[config.mk]
export PLATFORM = sky130hd
export DESIGN_NAME = scancode_to_char_decoder
export DESIGN_NICKNAME = d
export VERILOG_FILES = /design/src/rtl/scd_pkg.sv /design/src/rtl/scd_layout_table.sv /design/src/rtl/scancode_to_char_decoder.sv
export SDC_FILE = /design/constraint.sdc
export NUM_CORES = 2
export LEC_CHECK = 0
export ABC_AREA = 1
export ABC_CLOCK_PERIOD_IN_PS = 21900
export BUFFER_PORTS_ARGS = -buffer_cell sky130_fd_sc_hd__buf_4
export CAP_MARGIN = 20
export CORE_MARGIN = 4
export CORE_UTILIZATION = 29
export CTS_BUF_LIST = sky130_fd_sc_hd__clkbuf_16
export DETAILED_ROUTE_END_ITERATION = 8
export PLACE_DENSITY = 0.47
export SLEW_MARGIN = 10
export SYNTH_ARGS = -nofsm -noshare
export SYNTH_HDL_FRONTEND = slang
export SYNTH_SLANG_ARGS = --single-unit
[constraint.sdc]
create_clock -name clock -period 21.9 [get_ports clock]
set_clock_uncertainty 0.1 [all_clocks]
set_input_delay 2.19 -clock clock [delete_from_list [all_inputs] [get_ports clock]]
set_output_delay 2.19 -clock clock [all_outputs]
set_load 0.02 [all_outputs]
[src/rtl/scd_pkg.sv]
// shared types and constants for the scancode to character decoder
package scd_pkg;

   // character queue geometry
   localparam int FIFO_DEPTH    = 256;
   localparam int FIFO_PTR_W    = $clog2(FIFO_DEPTH);

   // layout tables
   localparam int TABLE_ENTRIES = 128;
   localparam int TABLE_ADDR_W  = $clog2(TABLE_ENTRIES);
   localparam int CHAR_W        = 8;

   // set-1 scancodes with special meaning
   localparam logic [7:0] SC_LSHIFT_MAKE  = 8'h2A;
   localparam logic [7:0] SC_RSHIFT_MAKE  = 8'h36;
   localparam logic [7:0] SC_LSHIFT_BREAK = 8'hAA;
   localparam logic [7:0] SC_RSHIFT_BREAK = 8'hB6;
   localparam logic [7:0] SC_LCTRL_MAKE   = 8'h1D;
   localparam logic [7:0] SC_LCTRL_BREAK  = 8'h9D;
   localparam logic [7:0] SC_LALT_MAKE    = 8'h38;
   localparam logic [7:0] SC_LALT_BREAK   = 8'hB8;
   localparam logic [7:0] SC_CAPS_MAKE    = 8'h3A;
   localparam int         SC_RELEASE_BIT  = 7;

   typedef enum logic [1:0] {
      MODE_SCAN       = 2'd0,
      MODE_WR_NORMAL  = 2'd1,
      MODE_WR_SHIFTED = 2'd2,
      MODE_POP        = 2'd3
   } mode_type;

   typedef struct packed {
      mode_type                  mode;
      logic [7:0]                scan_byte;
      logic [TABLE_ADDR_W-1:0]   table_index;
      logic [CHAR_W-1:0]         table_char;
   } req_type;

   typedef struct packed {
      logic              char_valid;
      logic [CHAR_W-1:0] char_out;
      logic              chars_waiting;
      logic              char_dropped;
      logic              shift_held;
      logic              ctrl_held;
      logic              alt_held;
      logic              caps_on;
   } rsp_type;

   typedef struct packed {
      logic shift;
      logic ctrl;
      logic alt;
      logic caps;
   } mods_type;

endpackage

[src/rtl/scd_layout_table.sv]
// layout table memory with per-entry valid bits and write-to-read bypass
module scd_layout_table (
   input  logic                               clock,
   input  logic                               reset,
   input  logic                               rd_en,
   input  logic [scd_pkg::TABLE_ADDR_W-1:0]   rd_addr,
   input  logic                               wr_en,
   input  logic [scd_pkg::TABLE_ADDR_W-1:0]   wr_addr,
   input  logic [scd_pkg::CHAR_W-1:0]         wr_data,
   output logic [scd_pkg::CHAR_W-1:0]         rd_data
);

   logic [scd_pkg::CHAR_W-1:0]        mem [scd_pkg::TABLE_ENTRIES];
   logic [scd_pkg::TABLE_ENTRIES-1:0] vld_ff;
   logic [scd_pkg::TABLE_ENTRIES-1:0] vld_in;
   logic [scd_pkg::CHAR_W-1:0]        rd_q_ff;
   logic                              rd_hit_ff;
   logic                              rd_hit_in;
   logic                              bypass;

   // a write and a read of the same entry in one cycle returns the new data
   assign bypass    = wr_en & rd_en & (wr_addr == rd_addr);
   assign rd_hit_in = rd_en ? (bypass | vld_ff[rd_addr]) : rd_hit_ff;

   always_comb begin
      vld_in = vld_ff;
      if (wr_en) begin
         vld_in[wr_addr] = 1'b1;
      end
   end

   always_ff @(posedge clock) begin
      if (reset) begin
         vld_ff    <= '0;
         rd_hit_ff <= 1'b0;
      end else begin
         vld_ff    <= vld_in;
         rd_hit_ff <= rd_hit_in;
      end
   end

   always_ff @(posedge clock) begin
      if (wr_en) begin
         mem[wr_addr] <= wr_data;
      end
   end

   always_ff @(posedge clock) begin
      if (rd_en) begin
         rd_q_ff <= bypass ? wr_data : mem[rd_addr];
      end
   end

   // never-written entries read as zero
   assign rd_data = rd_hit_ff ? rd_q_ff : '0;

`ifndef NO_ASSERTIONS
   a_reset_clears_valid: assert property (@(posedge clock)
      reset |=> (vld_ff == '0))
      else $error("table valid bits not cleared by reset");

   a_bypass_data: assert property (@(posedge clock) disable iff (reset)
      (wr_en && rd_en && wr_addr == rd_addr) |=> (rd_data == $past(wr_data)))
      else $error("same-cycle write not forwarded to read");

   a_unwritten_reads_zero: assert property (@(posedge clock) disable iff (reset)
      (rd_en && !bypass && !vld_ff[rd_addr]) |=> (rd_data == '0))
      else $error("unwritten table entry read as nonzero");
`endif

endmodule

[src/rtl/scancode_to_char_decoder.sv]
// top level of the set-1 scancode to character decoder
//
// req channel: one transaction per item (scancode, normal table write,
// shifted table write or character pop), taken when req_valid is high and
// req_stall is low. rsp channel: exactly one transaction per request, in
// order, with the popped character, queue status, drop flag and the
// modifier state after that request.
// path: an accepted request enters the input stage (table and queue-head
// reads), then the result register, where rsp_stall can hold it.
// throughput: one request per cycle while rsp_stall is low, set by the single commit stage that
// updates modifiers, table entries and queue pointers.
// when rsp_stall is high the result register holds, the input stage fills
// and req_stall rises; nothing is lost or repeated.
// reset: modifiers cleared, both layout tables read as zero (valid bits),
// character queue empty; no clearing pass, a request is taken right after.
// the queue keeps FIFO_DEPTH-1 characters; a decoded character that finds
// it full is discarded and flagged with char_dropped.
module scancode_to_char_decoder (
   input  logic             clock,
   input  logic             reset,
   input  logic             req_valid,
   output logic             req_stall,
   input  scd_pkg::req_type req_payload,
   output logic             rsp_valid,
   input  logic             rsp_stall,
   output scd_pkg::rsp_type rsp_payload
);

   localparam int PW = scd_pkg::FIFO_PTR_W;

   function automatic logic [PW-1:0] ptr_next(input logic [PW-1:0] p);
      ptr_next = (p == PW'(scd_pkg::FIFO_DEPTH - 1)) ? '0 : p + 1'b1;
   endfunction

   // handshake and stage control
   logic             req_accept;
   logic             s1_go;
   logic             s1_commit;
   logic             s1_valid_ff;
   logic             s1_valid_in;
   scd_pkg::req_type s1_req_ff;
   logic             rsp_valid_ff;
   logic             rsp_valid_in;
   scd_pkg::rsp_type rsp_ff;
   scd_pkg::rsp_type rsp_in;

   // modifier state
   scd_pkg::mods_type mods_ff;
   scd_pkg::mods_type mods_in;

   // table read data for the item in the input stage
   logic [scd_pkg::CHAR_W-1:0] normal_rd;
   logic [scd_pkg::CHAR_W-1:0] shifted_rd;
   logic [scd_pkg::CHAR_W-1:0] looked;
   logic [scd_pkg::CHAR_W-1:0] dec_char;

   // character queue
   logic [scd_pkg::CHAR_W-1:0] fifo_mem [scd_pkg::FIFO_DEPTH];
   logic [scd_pkg::CHAR_W-1:0] head_ff;
   logic [PW-1:0]              rd_ptr_ff;
   logic [PW-1:0]              rd_ptr_in;
   logic [PW-1:0]              wr_ptr_ff;
   logic [PW-1:0]              wr_ptr_in;
   logic                       fifo_empty;
   logic                       fifo_full;
   logic                       push;
   logic                       pop;
   logic                       dropped;
   logic                       push_go;
   logic                       pop_go;
   logic                       wr_normal;
   logic                       wr_shifted;

   // input stage moves on when the result register is free or being taken
   assign s1_go        = ~rsp_valid_ff | ~rsp_stall;
   assign s1_commit    = s1_valid_ff & s1_go;
   assign req_stall    = s1_valid_ff & ~s1_go;
   assign req_accept   = req_valid & ~req_stall;
   assign s1_valid_in  = req_accept | (s1_valid_ff & ~s1_go);
   assign rsp_valid_in = s1_commit | (rsp_valid_ff & rsp_stall);

   assign wr_normal  = s1_commit & (s1_req_ff.mode == scd_pkg::MODE_WR_NORMAL);
   assign wr_shifted = s1_commit & (s1_req_ff.mode == scd_pkg::MODE_WR_SHIFTED);

   // both tables are read at accept; the shift state picks one at commit
   scd_layout_table u_normal (
      .clock   (clock),
      .reset   (reset),
      .rd_en   (req_accept),
      .rd_addr (req_payload.scan_byte[scd_pkg::TABLE_ADDR_W-1:0]),
      .wr_en   (wr_normal),
      .wr_addr (s1_req_ff.table_index),
      .wr_data (s1_req_ff.table_char),
      .rd_data (normal_rd)
   );

   scd_layout_table u_shifted (
      .clock   (clock),
      .reset   (reset),
      .rd_en   (req_accept),
      .rd_addr (req_payload.scan_byte[scd_pkg::TABLE_ADDR_W-1:0]),
      .wr_en   (wr_shifted),
      .wr_addr (s1_req_ff.table_index),
      .wr_data (s1_req_ff.table_char),
      .rd_data (shifted_rd)
   );

   // caps lock swaps letter case against the shift state
   always_comb begin
      looked   = mods_ff.shift ? shifted_rd : normal_rd;
      dec_char = looked;
      if (mods_ff.caps && !mods_ff.shift && looked >= "a" && looked <= "z") begin
         dec_char = looked - 8'd32;
      end else if (mods_ff.caps && mods_ff.shift && looked >= "A" && looked <= "Z") begin
         dec_char = looked + 8'd32;
      end
   end

   assign fifo_empty = (rd_ptr_ff == wr_ptr_ff);
   assign fifo_full  = (ptr_next(wr_ptr_ff) == rd_ptr_ff);

   // commit stage decode
   always_comb begin
      mods_in = mods_ff;
      push    = 1'b0;
      pop     = 1'b0;
      dropped = 1'b0;
      unique case (s1_req_ff.mode)
         scd_pkg::MODE_SCAN: begin
            unique case (s1_req_ff.scan_byte) inside
               scd_pkg::SC_LSHIFT_MAKE, scd_pkg::SC_RSHIFT_MAKE: begin
                  mods_in.shift = 1'b1;
               end
               scd_pkg::SC_LSHIFT_BREAK, scd_pkg::SC_RSHIFT_BREAK: begin
                  mods_in.shift = 1'b0;
               end
               scd_pkg::SC_LCTRL_MAKE: begin
                  mods_in.ctrl = 1'b1;
               end
               scd_pkg::SC_LCTRL_BREAK: begin
                  mods_in.ctrl = 1'b0;
               end
               scd_pkg::SC_LALT_MAKE: begin
                  mods_in.alt = 1'b1;
               end
               scd_pkg::SC_LALT_BREAK: begin
                  mods_in.alt = 1'b0;
               end
               scd_pkg::SC_CAPS_MAKE: begin
                  mods_in.caps = ~mods_ff.caps;
               end
               default: begin
                  // other releases ignored, zero entries produce nothing
                  if (!s1_req_ff.scan_byte[scd_pkg::SC_RELEASE_BIT] && dec_char != '0) begin
                     if (fifo_full) begin
                        dropped = 1'b1;
                     end else begin
                        push = 1'b1;
                     end
                  end
               end
            endcase
         end
         scd_pkg::MODE_POP: begin
            pop = ~fifo_empty;
         end
         default: begin
            // table writes are done in the table instances
         end
      endcase
   end

   assign push_go   = s1_commit & push;
   assign pop_go    = s1_commit & pop;
   assign rd_ptr_in = pop_go  ? ptr_next(rd_ptr_ff) : rd_ptr_ff;
   assign wr_ptr_in = push_go ? ptr_next(wr_ptr_ff) : wr_ptr_ff;

   always_comb begin
      rsp_in.char_valid    = pop;
      rsp_in.char_out      = pop ? head_ff : '0;
      rsp_in.chars_waiting = (rd_ptr_in != wr_ptr_in);
      rsp_in.char_dropped  = dropped;
      rsp_in.shift_held    = mods_in.shift;
      rsp_in.ctrl_held     = mods_in.ctrl;
      rsp_in.alt_held      = mods_in.alt;
      rsp_in.caps_on       = mods_in.caps;
   end

   // control state
   always_ff @(posedge clock) begin
      if (reset) begin
         s1_valid_ff  <= 1'b0;
         rsp_valid_ff <= 1'b0;
         mods_ff      <= '0;
         rd_ptr_ff    <= '0;
         wr_ptr_ff    <= '0;
      end else begin
         s1_valid_ff  <= s1_valid_in;
         rsp_valid_ff <= rsp_valid_in;
         rd_ptr_ff    <= rd_ptr_in;
         wr_ptr_ff    <= wr_ptr_in;
         if (s1_commit) begin
            mods_ff <= mods_in;
         end
      end
   end

   // payload registers
   always_ff @(posedge clock) begin
      if (req_accept) begin
         s1_req_ff <= req_payload;
      end
      if (s1_commit) begin
         rsp_ff <= rsp_in;
      end
   end

   // queue storage
   always_ff @(posedge clock) begin
      if (push_go) begin
         fifo_mem[wr_ptr_ff] <= dec_char;
      end
   end

   // head of queue is refetched every cycle, with the push forwarded when
   // it lands on the entry about to become the head
   always_ff @(posedge clock) begin
      if (push_go && wr_ptr_ff == rd_ptr_in) begin
         head_ff <= dec_char;
      end else begin
         head_ff <= fifo_mem[rd_ptr_in];
      end
   end

   assign rsp_valid   = rsp_valid_ff;
   assign rsp_payload = rsp_ff;

`ifndef NO_ASSERTIONS
   a_drop_means_waiting: assert property (@(posedge clock) disable iff (reset)
      (rsp_valid && rsp_payload.char_dropped) |-> rsp_payload.chars_waiting)
      else $error("character dropped while queue not full");

   a_pop_never_drops: assert property (@(posedge clock) disable iff (reset)
      (rsp_valid && rsp_payload.char_valid) |-> !rsp_payload.char_dropped)
      else $error("pop transaction flagged a drop");

   a_stall_needs_stage: assert property (@(posedge clock) disable iff (reset)
      !s1_valid_ff |-> !req_stall)
      else $error("request stalled with empty input stage");

   a_pop_advances: assert property (@(posedge clock) disable iff (reset)
      pop_go |=> (rd_ptr_ff != $past(rd_ptr_ff)))
      else $error("pop did not advance read pointer");

   a_no_push_when_full: assert property (@(posedge clock) disable iff (reset)
      fifo_full |-> !push_go)
      else $error("push into full queue");
`endif

endmodule

==> metrics <==
Pre-antenna DRT Iters=6; Synth area leader=edfxtp_1; Initial Utilization=0.291; PwrDens=88.8 nW/um^2; top cells by area, synth=edfxtp_1, nor2_1, o21ai_0; Unique masters post-synth=roughly 40; Final #Nets=14400; setup TNS=0 ns; hold buffers post-CTS=0; most common cell in the netlist=edfxtp_1; Die W=789 microns; total length of routed wires=roughly 560000 microns; buffers plus inverters on the worst setup path=5; max-cap violation count=0; Worst path max stage delay=roughly 0.83 ns; Final Hold Fails=0; crit-path most repeated cell=buf_4; Worst EP required=22.52 ns; syn_nets=14700; clock sink count=4440; GR Overflow Total=0; r2r setup slk=15.32 ns; sequential share of the synthesized area=0.738; num rows=286; post_cts resized=0; initial antenna violation count=18; Post-DRT Antenna Nets=0; endpoints failing setup=0; Tmin final=6.58 ns; Final WS setup=15.32 ns; Worst EP arrival=7.20 ns; DR vias/cell=5.09; mux cell area share after synthesis=0; area delta synth->final=13.4%; H-Tree Depth=5; crit-path max FO=134; CTS Buffer Depth=4; area of the die=just over 600000 sq um; CORE AREA=607000 sq um; total CTS buffers=465; IO Port Bufs=45; Synth Area in Simple Gates=0.107; GRT Total Usage=0.172; Die Span Y=789 microns; worst setup path class=reg2reg; vias=roughly 120k; fin util=0.330; commonest cells in the netlist=edfxtp_1, nor2_1, o21ai_0, o22ai_1, clkbuf_1; combinational family with the most area after synthesis=compound AO/OA/AOI/OAI gates; Cell Area, Synth=177000 sq um; Final period util=0.300; Top Family by Delay on Critical Path=buffers and inverters; Hold Path Class=reg2reg; async set-reset flop share out of synthesis=0; max-slew violations=0; startpoint types=register; Syn Inst Count=14700; status=completed; worst-margin pin slew=1.16 ns; CP Cell Sequence=inv_8, buf_4, buf_4, buf_4, buf_4, o21ai_0, o22ai_1, o21ai_0, o22ai_1, nand2_1, nand3_1, nand3_1, a31oi_1; Synth Area in Compound Gates=0.124; largest net degree at the start of global routing=192; Critical Path End Type=register; first-pass GRT wire length=806000 microns; CTS clock-pin slew for the worst setup and hold paths=about 0.06 ns; Adder-Cell Fraction of Synth Area=0.000567; pre-CTS setup slack=14.28 ns; VDD IR max=0.0737 mV; Most used DFF post-synth=edfxtp_1; worst relative slew slack=0.227; RSZ-0062 raised after global routing=false; flops & latches, synth=around 4400; EDFF count, synth=4152; number of global-route vias before repair=111000; share of the synthesized area in the top cell type=0.706; CP max-delay cell=buf_4; Post-DP HPWL=313000 microns; Synth Warn #=0; f_max=152 MHz; routability cong.=0.806; Root Buffer=clkbuf_16; DR DRC count=0; post-CTS setup repair buffer count=0; IO Pins=46; 1st-iter DRT viols=10700; CTS tree=done; Synth Area in XOR/XNOR=0.000892; Syn Area/Cell=12.1 sq um; fraction of final layout cells sized beyond drive strength 1=0.0699; worst-skew pair later-pin latency=1.04 ns; Leak=64.3 nW; routed len/inst=24.4 microns
per-stage QoR:
| stage | instance area [sq um] | hold slack (ns) | std cells | total power [mW] |
|---|---|---|---|---|
| 2_1_floorplan | 177000 | 0.335 | 14700 | 10.0 |
| 3_3_place_gp | 185000 | 0.342 | 21900 | 10.4 |
| 3_5_place_dp | 186000 | 0.348 | 22000 | 10.4 |
| 4_1_cts | 200000 | 0.362 | 22800 | 18.0 |
| 5_1_grt | 200000 | 0.373 | 22900 | 18.4 |
| 6_report | 200000 | 0.362 | 22900 | 17.8 |
layout by cell type, fill, tap and decap left out, drive strengths merged, types with 31 or more instances in the layout:
cell and instances:
edfxtp 4152, nor2 3834, o21ai 2610, o22ai 1266, nand2 596, clkbuf 476, inv 392, nand3 357
buf 329, dfxtp 288, clkinv 219, a21oi 54, nor3 31
path summary, 6_finish.rpt:
path	startpoint	end	cells after the start
worst min-delay path	u_shifted.vld_ff[65]	u_shifted.vld_ff[65]	2
worst max-delay path	register	rsp_payload[8]	13
worst min register to register	u_shifted.vld_ff[65]	u_shifted.vld_ff[65]	2
worst max register to register	register	rsp_payload[8]	13
kinds of logic (layout without fill, tap and decap cells):
group	after synthesis	after routing
simple gates	4853	4853
other cells	0	7
buf+inv	1316	1453
xor+xnor	18	18
compound gates	4026	4026
fa+ha+maj	8	8
flops	4440	4440
worst reg2reg max path: cells and delay by family, from the launching register on:
kind	cells	cell delay (ns)
AOI/OAI and AO/OA	5	1.38
buffers and inverters	5	3.83
DFF	1	0.55
and+or+nand+nor	3	0.45
final cells by class:
cell class                      instances  area (sq um)
Fill cell                           60600        407000
Sequential cell                      4440        130000
Multi-Input combinational cell       8905         41300
Antenna cell                            7          17.5
Timing Repair Buffer                  330          2910
Clock inverter                        394          2650
Tap cell                             8064         10100
Inverter                              254          1030
Clock buffer                          475         11900
sequential cells by signal (all words and copies together) (netlist names), named ones only:
register             cells
s1_valid_ff              1
u_shifted.vld_ff       128
u_shifted.mem         1024
u_normal.rd_hit_ff       1
u_normal.mem          1024
u_shifted.rd_hit_ff      1
rsp_payload             15
fifo_mem              2048
rd_ptr_ff                8
s1_req_ff               25
wr_ptr_ff                8
mods_ff                  4
u_normal.rd_q_ff         8
u_shifted.rd_q_ff        8
u_normal.vld_ff        128
rsp_valid                1
where the power goes:
group          switching [mW]  internal, mW
sequential             0.0158          9.31
combinational           0.670         0.175
clock                    3.40          4.22
metal layers:
metal	global-route usage	up-vias	share of wire
li1	-	52900	-
met1	0.243	59100	0.45
met2	0.279	3668	0.47
met3	0.0213	775	0.058
met4	0.0440	6	0.027
met5	0	-	0.000072
Power figures use the tool's default switching activity.
